File: src/hdl/dipte_pkg.sv
`timescale 1ns / 1ps
// ----------------------------------------------------------------------------
// dipte_pkg
// Shared types and constants for the pattern trigger engine.
// ----------------------------------------------------------------------------
package dipte_pkg;

  localparam int PIN_W = 24;

  typedef enum logic [2:0] {
    ACT_TICK   = 3'd0,
    ACT_ADD    = 3'd1,
    ACT_REMOVE = 3'd2,
    ACT_CLEAR  = 3'd3,
    ACT_FIRE   = 3'd4,
    ACT_UPDATE = 3'd5,
    ACT_ENABLE = 3'd6,
    ACT_POP    = 3'd7
  } action_t;

  typedef enum logic [2:0] {
    ST_OK        = 3'd0,
    ST_DUP       = 3'd1,
    ST_QFULL     = 3'd2,
    ST_QEMPTY    = 3'd3,
    ST_TFULL     = 3'd4,
    ST_OVERLAP   = 3'd5,
    ST_RSVD6     = 3'd6,
    ST_RSVD7     = 3'd7
  } status_t;

  typedef enum logic [2:0] {
    S_IDLE,
    S_SCAN,
    S_SHIFT,
    S_DONE,
    S_OUT
  } state_t;

  localparam logic [1:0] REG_IN  = 2'd0;

  typedef struct packed {
    logic start;
    logic step;
    logic finish;
  } cmd_t;

  typedef struct packed {
    logic scan_busy;
    logic shift_busy;
    logic needs_scan;
    logic needs_shift;
  } stat_t;

  function automatic logic [PIN_W-1:0] blocks_to_mask(input logic [3:0] sel);
    blocks_to_mask = (sel[0] ? 24'h0000ff : 24'h0) | (sel[1] ? 24'h00ff00 : 24'h0) |
                     (sel[2] ? 24'h0f0000 : 24'h0) | (sel[3] ? 24'hf00000 : 24'h0);
  endfunction

endpackage

File: src/hdl/dipte_ctrl.sv
`timescale 1ns / 1ps
// ----------------------------------------------------------------------------
// dipte_ctrl
// Sequencer: accept request, step the datapath, present the result.
// ----------------------------------------------------------------------------
module dipte_ctrl (
  input  logic            clk,
  input  logic            rst,
  input  logic            in_valid,
  output logic            in_ready,
  output logic            out_valid,
  input  logic            out_ready,
  output dipte_pkg::cmd_t cmd,
  input  dipte_pkg::stat_t stat
);
  import dipte_pkg::*;

  state_t state, state_next;

  always_ff @(posedge clk) begin
    if (rst) begin
      state <= S_IDLE;
    end else begin
      state <= state_next;
    end
  end

  always_comb begin
    state_next = state;
    cmd        = '0;
    in_ready   = 1'b0;
    out_valid  = 1'b0;
    unique case (state)
      S_IDLE: begin
        in_ready = 1'b1;
        if (in_valid) begin
          cmd.start = 1'b1;
          if (stat.needs_scan) begin
            state_next = S_SCAN;
          end else if (stat.needs_shift) begin
            state_next = S_SHIFT;
          end else begin
            state_next = S_DONE;
          end
        end
      end
      S_SCAN: begin
        cmd.step = 1'b1;
        if (!stat.scan_busy) state_next = S_DONE;
      end
      S_SHIFT: begin
        cmd.step = 1'b1;
        if (!stat.shift_busy) state_next = S_DONE;
      end
      S_DONE: begin
        cmd.finish = 1'b1;
        state_next = S_OUT;
      end
      S_OUT: begin
        out_valid = 1'b1;
        if (out_ready) state_next = S_IDLE;
      end
      default: state_next = S_IDLE;
    endcase
  end
endmodule

File: src/hdl/dipte_dp.sv
`timescale 1ns / 1ps
// ----------------------------------------------------------------------------
// dipte_dp
// Trigger table, event queue, output latch; scans one entry per cycle.
// ----------------------------------------------------------------------------
module dipte_dp #(
  parameter int MAX_TRIGGERS = 16,
  parameter int QUEUE_DEPTH  = 32,
  parameter int ID_WIDTH     = 16
) (
  input  logic                        clk,
  input  logic                        rst,
  input  logic                        cfg_valid,
  input  logic [0:0]                  cfg_index,
  input  logic [3:0]                  cfg_data,
  input  logic [2:0]                  action,
  input  logic [dipte_pkg::PIN_W-1:0] pins_in,
  input  logic [15:0]                 trigger_id,
  input  logic [dipte_pkg::PIN_W-1:0] match_mask,
  input  logic [dipte_pkg::PIN_W-1:0] match_bits,
  input  logic                        toggle_mode,
  input  logic                        zero_outputs,
  input  logic                        enable_value,
  input  dipte_pkg::cmd_t             cmd,
  output dipte_pkg::stat_t            stat,
  output logic [2:0]                  status,
  output logic [dipte_pkg::PIN_W-1:0] pin_write_mask,
  output logic [dipte_pkg::PIN_W-1:0] pin_write_bits,
  output logic [15:0]                 popped_id,
  output logic                        popped_valid,
  output logic [4:0]                  fired_count,
  output logic [4:0]                  dropped_count,
  output logic [5:0]                  queue_level
);
  import dipte_pkg::*;

  localparam int TI = (MAX_TRIGGERS > 1) ? $clog2(MAX_TRIGGERS) : 1;
  localparam int TC = $clog2(MAX_TRIGGERS + 1);
  localparam int QI = $clog2(QUEUE_DEPTH);
  localparam int QC = $clog2(QUEUE_DEPTH + 1);

  logic [3:0] in_sel, out_sel;
  logic [ID_WIDTH-1:0] ids [MAX_TRIGGERS];
  logic [PIN_W-1:0]    msk [MAX_TRIGGERS];
  logic [PIN_W-1:0]    pat [MAX_TRIGGERS];
  logic                tog [MAX_TRIGGERS];
  logic [PIN_W-1:0]    lst [MAX_TRIGGERS];
  logic [TC-1:0]       count;
  logic [ID_WIDTH-1:0] queue [QUEUE_DEPTH];
  logic [QI-1:0]       head, tail;
  logic [QC-1:0]       fill;
  logic [PIN_W-1:0]    latch;
  logic                armed;

  logic [2:0]          act;
  logic [PIN_W-1:0]    spins;
  logic [TC-1:0]       idx;
  logic                busy_scan, busy_shift;
  logic [4:0]          fired, dropped;

  logic [ID_WIDTH-1:0] in_id;
  logic                in_hit;
  logic [TI-1:0]       in_pos;
  logic                overlap;

  assign in_id   = ID_WIDTH'(trigger_id);
  assign overlap = |(in_sel & out_sel);

  // parallel id lookup over the table
  always_comb begin
    in_hit = 1'b0;
    in_pos = '0;
    for (int i = MAX_TRIGGERS - 1; i >= 0; i--) begin
      if ((TC'(i) < count) && ids[i] == in_id) begin
        in_hit = 1'b1;
        in_pos = TI'(i);
      end
    end
  end

  logic [TI-1:0]    cur;
  logic [PIN_W-1:0] mv, flip;
  logic             match;
  assign cur   = idx[TI-1:0];
  assign mv    = spins & msk[cur];
  assign flip  = ~pat[cur] & msk[cur];
  assign match = (mv != lst[cur]) && ((mv == pat[cur]) || (tog[cur] && mv == flip));

  assign stat.scan_busy   = busy_scan;
  assign stat.shift_busy  = busy_shift;
  assign stat.needs_scan  = (action == ACT_TICK) && !overlap && (count != '0);
  assign stat.needs_shift = (action == ACT_REMOVE) && in_hit;

  always_ff @(posedge clk) begin
    if (rst) begin
      in_sel <= 4'd1;
      out_sel <= 4'd2;
      count <= '0;
      head <= '0;
      tail <= '0;
      fill <= '0;
      latch <= '0;
      armed <= 1'b0;
      busy_scan <= 1'b0;
      busy_shift <= 1'b0;
    end else begin
      if (cfg_valid) begin
        if (cfg_index == REG_IN[0]) in_sel <= cfg_data;
        else out_sel <= cfg_data;
      end
      if (cmd.start) begin
        act <= action;
        spins <= pins_in & blocks_to_mask(in_sel);
        fired <= '0;
        dropped <= '0;
        status <= ST_OK;
        pin_write_mask <= '0;
        pin_write_bits <= '0;
        popped_id <= '0;
        popped_valid <= 1'b0;
        unique case (action_t'(action))
          ACT_TICK: begin
            if (overlap) begin
              status <= ST_OVERLAP;
            end else begin
              if (armed) begin
                pin_write_mask <= blocks_to_mask(out_sel);
                pin_write_bits <= latch & blocks_to_mask(out_sel);
                armed <= 1'b0;
              end
              idx <= count - 1'b1;
              busy_scan <= (count != '0);
            end
          end
          ACT_ADD: begin
            if (in_hit) begin
              status <= ST_DUP;
            end else if (count >= TC'(MAX_TRIGGERS)) begin
              status <= ST_TFULL;
            end else begin
              ids[count[TI-1:0]] <= in_id;
              msk[count[TI-1:0]] <= match_mask;
              pat[count[TI-1:0]] <= match_bits;
              tog[count[TI-1:0]] <= toggle_mode;
              lst[count[TI-1:0]] <= '0;
              count <= count + 1'b1;
            end
          end
          ACT_REMOVE: begin
            if (in_hit) begin
              idx <= TC'(in_pos);
              busy_shift <= 1'b1;
            end
          end
          ACT_CLEAR: count <= '0;
          ACT_FIRE: begin
            if (in_hit) begin
              if (fill >= QC'(QUEUE_DEPTH)) begin
                status <= ST_QFULL;
              end else begin
                queue[tail] <= in_id;
                tail <= (tail == QI'(QUEUE_DEPTH - 1)) ? '0 : tail + 1'b1;
                fill <= fill + 1'b1;
              end
            end
          end
          ACT_UPDATE: begin
            if (zero_outputs) latch <= '0;
            else latch <= (latch & ~match_mask) | (match_mask & match_bits);
          end
          ACT_ENABLE: armed <= enable_value;
          ACT_POP: begin
            if (fill == '0) begin
              status <= ST_QEMPTY;
            end else begin
              popped_id <= 16'(queue[head]);
              popped_valid <= 1'b1;
              head <= (head == QI'(QUEUE_DEPTH - 1)) ? '0 : head + 1'b1;
              fill <= fill - 1'b1;
            end
          end
          default: ;
        endcase
      end else if (cmd.step && busy_scan) begin
        lst[cur] <= mv;
        if (match) begin
          if (fired != 5'd31) fired <= fired + 1'b1;
          if (fill >= QC'(QUEUE_DEPTH)) begin
            if (dropped != 5'd31) dropped <= dropped + 1'b1;
          end else begin
            queue[tail] <= ids[cur];
            tail <= (tail == QI'(QUEUE_DEPTH - 1)) ? '0 : tail + 1'b1;
            fill <= fill + 1'b1;
          end
        end
        if (idx == '0) busy_scan <= 1'b0;
        else idx <= idx - 1'b1;
      end else if (cmd.step && busy_shift) begin
        if (idx + 1'b1 < count) begin
          ids[cur] <= ids[TI'(idx + 1'b1)];
          msk[cur] <= msk[TI'(idx + 1'b1)];
          pat[cur] <= pat[TI'(idx + 1'b1)];
          tog[cur] <= tog[TI'(idx + 1'b1)];
          lst[cur] <= lst[TI'(idx + 1'b1)];
          idx <= idx + 1'b1;
        end else begin
          busy_shift <= 1'b0;
          count <= count - 1'b1;
        end
      end else if (cmd.finish) begin
        fired_count <= fired;
        dropped_count <= dropped;
        if (act == ACT_TICK && dropped != '0) status <= ST_QFULL;
        queue_level <= (fill > QC'(63)) ? 6'd63 : 6'(fill);
      end
    end
  end
endmodule

File: src/hdl/digital_input_pattern_trigger_engine_top.sv
`timescale 1ns / 1ps
// ----------------------------------------------------------------------------
// digital_input_pattern_trigger_engine_top
// Pattern trigger engine over a 24-bit pin bank.
// ----------------------------------------------------------------------------
// Use: send one request on s_axis; one result comes back on m_axis.
// Config channel writes register 0 (input groups) or 1 (output groups);
// the user must write only while the block is idle (the block itself does
// not enforce this). A tick scans one trigger entry per cycle, and skips
// the scan with an empty table or on overlap; a remove shifts the later
// table entries down for the table compaction; other requests go straight
// to the result.
// One request at a time; s_axis_tready is low until the result is taken.
// A stalled m_axis holds the result and blocks new requests.
// Reset clears the table, queue, output latch and arm flag; register 0
// returns to 1 and register 1 to 2.
// ----------------------------------------------------------------------------
module digital_input_pattern_trigger_engine_top #(
  parameter int MAX_TRIGGERS = 16,
  parameter int QUEUE_DEPTH  = 32,
  parameter int ID_WIDTH     = 16
) (
  input  logic         clk,
  input  logic         rst,
  input  logic         cfg_valid,
  output logic         cfg_ready,
  input  logic         cfg_index,
  input  logic [3:0]   cfg_data,
  input  logic         s_axis_tvalid,
  output logic         s_axis_tready,
  // action[2:0], pins_in[26:3], trigger_id[42:27], match_mask[66:43],
  // match_bits[90:67], toggle_mode[91], zero_outputs[92], enable_value[93]
  input  logic [95:0]  s_axis_tdata,
  output logic         m_axis_tvalid,
  input  logic         m_axis_tready,
  // status[2:0], pin_write_mask[26:3], pin_write_bits[50:27],
  // popped_id[66:51], popped_valid[67], fired_count[72:68],
  // dropped_count[77:73], queue_level[83:78]
  output logic [87:0]  m_axis_tdata
);
  import dipte_pkg::*;

  cmd_t  cmd;
  stat_t stat;
  logic [2:0]       status;
  logic [PIN_W-1:0] wm, wb;
  logic [15:0]      pid;
  logic             pv;
  logic [4:0]       fc, dc;
  logic [5:0]       ql;

  assign cfg_ready = 1'b1;

  dipte_ctrl u_ctrl (
    .clk, .rst,
    .in_valid (s_axis_tvalid), .in_ready (s_axis_tready),
    .out_valid(m_axis_tvalid), .out_ready(m_axis_tready),
    .cmd, .stat
  );

  dipte_dp #(.MAX_TRIGGERS(MAX_TRIGGERS), .QUEUE_DEPTH(QUEUE_DEPTH),
             .ID_WIDTH(ID_WIDTH)) u_dp (
    .clk, .rst,
    .cfg_valid   (cfg_valid),
    .cfg_index   (cfg_index),
    .cfg_data    (cfg_data),
    .action      (s_axis_tdata[2:0]),
    .pins_in     (s_axis_tdata[26:3]),
    .trigger_id  (s_axis_tdata[42:27]),
    .match_mask  (s_axis_tdata[66:43]),
    .match_bits  (s_axis_tdata[90:67]),
    .toggle_mode (s_axis_tdata[91]),
    .zero_outputs(s_axis_tdata[92]),
    .enable_value(s_axis_tdata[93]),
    .cmd, .stat,
    .status, .pin_write_mask(wm), .pin_write_bits(wb),
    .popped_id(pid), .popped_valid(pv), .fired_count(fc),
    .dropped_count(dc), .queue_level(ql)
  );

  assign m_axis_tdata = {4'd0, ql, dc, fc, pv, pid, wb, wm, status};
endmodule
File: config.mk
export PLATFORM = sky130hd
export DESIGN_NAME = digital_input_pattern_trigger_engine_top
export DESIGN_NICKNAME = d
export VERILOG_FILES = /design/src/hdl/dipte_pkg.sv /design/src/hdl/dipte_ctrl.sv /design/src/hdl/dipte_dp.sv /design/src/hdl/digital_input_pattern_trigger_engine_top.sv
export SDC_FILE = /design/constraint.sdc
export NUM_CORES = 2
export LEC_CHECK = 0
export BUFFER_PORTS_ARGS = -buffer_cell sky130_fd_sc_hd__buf_4
export CAP_MARGIN = 20
export CORE_MARGIN = 2
export CORE_UTILIZATION = 30
export DETAILED_ROUTE_END_ITERATION = 10
export GPL_ROUTABILITY_DRIVEN = 0
export SYNTH_ARGS = -nofsm -noshare
export SYNTH_HDL_FRONTEND = slang
export SYNTH_SLANG_ARGS = --single-unit
File: constraint.sdc
create_clock -name clk -period 9 [get_ports clk]
set_input_delay 1.8 -clock clk [delete_from_list [all_inputs] [get_ports clk]]
set_output_delay 1.8 -clock clk [all_outputs]
set_load 0.05 [all_outputs]
==> summary.txt <==
Largest net degree at the start of global routing - 128
Final Cycle Share - 0.771
Average wire per standard cell - 30.9 µm
Pleak - 34.6 nW
Hold Vio Cnt, Final - 0
I/O Buffers - 189
Setup violations, final - 0
Post-route ant nets - 0
Most frequent cell after synthesis - edfxtp_1
Fmax - 0.144 GHz
#FFs+latches synth - 2105
Core area - 328000 µm²
Pwr/cell area - 198 nW/µm²
Vias in the first global route - 58147
Tot GR Track Use - 0.185
Via/cell ratio - 5.74
Post-CTS Setup Repair Bufs - 0
Die span in x - 579 µm
Full die area - 335000 µm²
Worst Skew - 116 ps
Max-slew violation count - 0
Data arrival, critical path - 7430 ps
Final wirelength - 317000 µm
Setup TNS - 0 ps
CP Launch Type - flop
Worst EP required - 9490 ps
First-pass GRT wire length - 445000 µm
CTS clk-pin slew, worst paths - 60 ps
Worst slew pin tran - 1140 ps
Max VDD drop - 0.167 mV
Ys Warns - 0
Via count - 58867
Num Clock Sinks - 2105
Site Rows - 210
Rel. slew slack - 0.240
DP Wirelength - 201000 µm
Die H - 579 µm
Initial detailed-routing violation count - 7806
Gate Count Post-Synth - 5529
Dpl cells - 9845
Layout cells sized above 1 - 0.294
RSZ-0062 raised after global routing - no
Max-Cap Viols - 0
Fin nets - 5854
Synth Cell Area - 99100 µm²
Total Power - 22.4 mW
CTS buffer count - 220
Crit. End Element - flop
Initial antenna violation count - 19
Sequential cell area - 62600 µm²
Main synth FF type - edfxtp_1
CTS tree - done
CTS Hold Buffers Added - 0
Setup Crit Path Kind - flop to flop
Drt pass-1 iters - 6
Top cell type's share of synthesized area - 0.619
Final non-filler cell total - 10263
Netlist cell types - 92
Synthesized area per cell - 17.9 µm²
Post-CTS Resized - 0
Status - finished, final reports clean
# IOs - 197
CTS max path bufs - 4
Number of synthesized flops with an enable pin - 2042
Final Critical Period - 6940 ps
CTS root buf - clkbuf_16
GR Overflow Total - 0
Area grow syn2layout - 14.3%
Yosys top cell by area - edfxtp_1
Post-route DRC - 0
Starting Density - 0.302
Synth top cells by count - edfxtp_1, mux4_2, nand2_1, xor2_1, clkbuf_1
Worst min-delay path category - flop to flop
Fill cells - 30727
Htree depth - 4
Async SR Flop Fraction - 0
Multi-input gate area - 34700 µm²
Top cells by area, synth - edfxtp_1, mux4_2, mux2i_1
Latest clock arrival within the worst-skew pair - 930 ps
Seq/Total Area, Yosys - 0.632
Crit path max fanout - 45
[state kept, by name, indices dropped and copies added (netlist names), 6 cells and up, named ones only]
signal,flops
u_dp.queue,512
u_dp.lst,384
u_dp.msk,384
u_dp.pat,384
u_dp.ids,256
u_dp.latch,24
u_dp.pin_write_bits,24
u_dp.spins,24
u_dp.popped_id,16
u_dp.tog,16
u_dp.fill,6
u_dp.queue_level,6
[where the power goes]
| part | internal [mW] | switching (mW) |
|---|---|---|
| registers | 10.8 | 0.0876 |
| logic | 0.945 | 1.45 |
| clock network | 5.23 | 3.92 |
| total | 16.9 | 5.46 |
[cells by family (layout without fill, tap and decap cells)]
family,after synthesis,after routing,share of synthesized area
xor gates and xnor gates,311,311,0.0275
muxes,1147,1147,0.233
buffers and inverters,431,795,0.0210
other,2,26,0.0000758
DFF,2105,2105,0.632
and+or+nand+nor,1100,1100,0.0542
adders and majority gates,26,26,0.00328
AOI/OAI and AO/OA,407,407,0.0294
[layer usage]
layer	vias up	GRT usage	share of wire
met1	31326	0.253	0.40
met2	3680	0.289	0.46
met4	8	0.0703	0.040
li1	23229	-	-
met5	-	0	0.00014
met3	624	0.0381	0.10
[worst max-delay path, stage by stage, from the launching register on]
cell	delay (ps)
dfxtp_4	990
buf_12	330
mux4_2	520
nor2b_1	140
a211oi_1	730
nor4bb_1	220
a2111oi_0	880
nand4_1	350
or4_4	580
o31ai_4	180
and3_4	740
o21ai_4	190
nor2_1	220
buf_4	360
[layout by cell type (no fill, tap or decap), types with 29 or more instances in the layout]
cell	netlist	layout
xnor2_1	104	102
xor2_1	207	207
nor2b_1	31	29
mux2i_1	187	187
nand2_1	410	409
clkbuf_1	195	38
nor2_1	191	157
dfxtp_1	63	55
buf_4	58	336
nor2_4	0	34
nor3_1	47	44
and2_1	68	68
o21ai_0	38	38
a21oi_1	91	91
clkbuf_16	0	220
nor4_1	84	84
nand4_1	38	38
clkinv_2	0	40
edfxtp_1	2042	2042
a22oi_1	81	81
mux4_2	916	916
a22o_1	29	29
nand3_1	97	97
clkinv_1	3	39
[final cells by class]
cell class                 count  share of cell area
tap                         4346              0.0480
antenna                       21            0.000464
timing repair buffer         368              0.0277
clock buffer                 268              0.0511
multi-input combinational   2996               0.307
clock inverter               128              0.0120
inverter                      31             0.00104
sequential                  2105               0.553
[final timing paths]
check | startpoint | endpoint | slack, ps | cells after the start
min reg2reg | u_dp.latch[5] | u_dp.latch[5] | 460 | 2
max reg2reg | flop | u_dp.queue[7][5] | 2060 | 13
max | flop | u_dp.queue[7][5] | 2060 | 13
min | u_dp.latch[5] | u_dp.latch[5] | 460 | 2
[through the flow]
stage / hold WS [ps] / util / worst slack [ps] / instance area [µm²]
6_report: 456 / 0.345 / 2060 / 113000
5_1_grt: 474 / 0.345 / 2100 / 113000
4_1_cts: 457 / 0.345 / 2340 / 113000
3_5_place_dp: 449 / 0.323 / 2070 / 106000
3_3_place_gp: 440 / 0.323 / 1800 / 106000
2_1_floorplan: 432 / - / 770 / 99100
No activity file was read; power rests on OpenSTA's default activity.
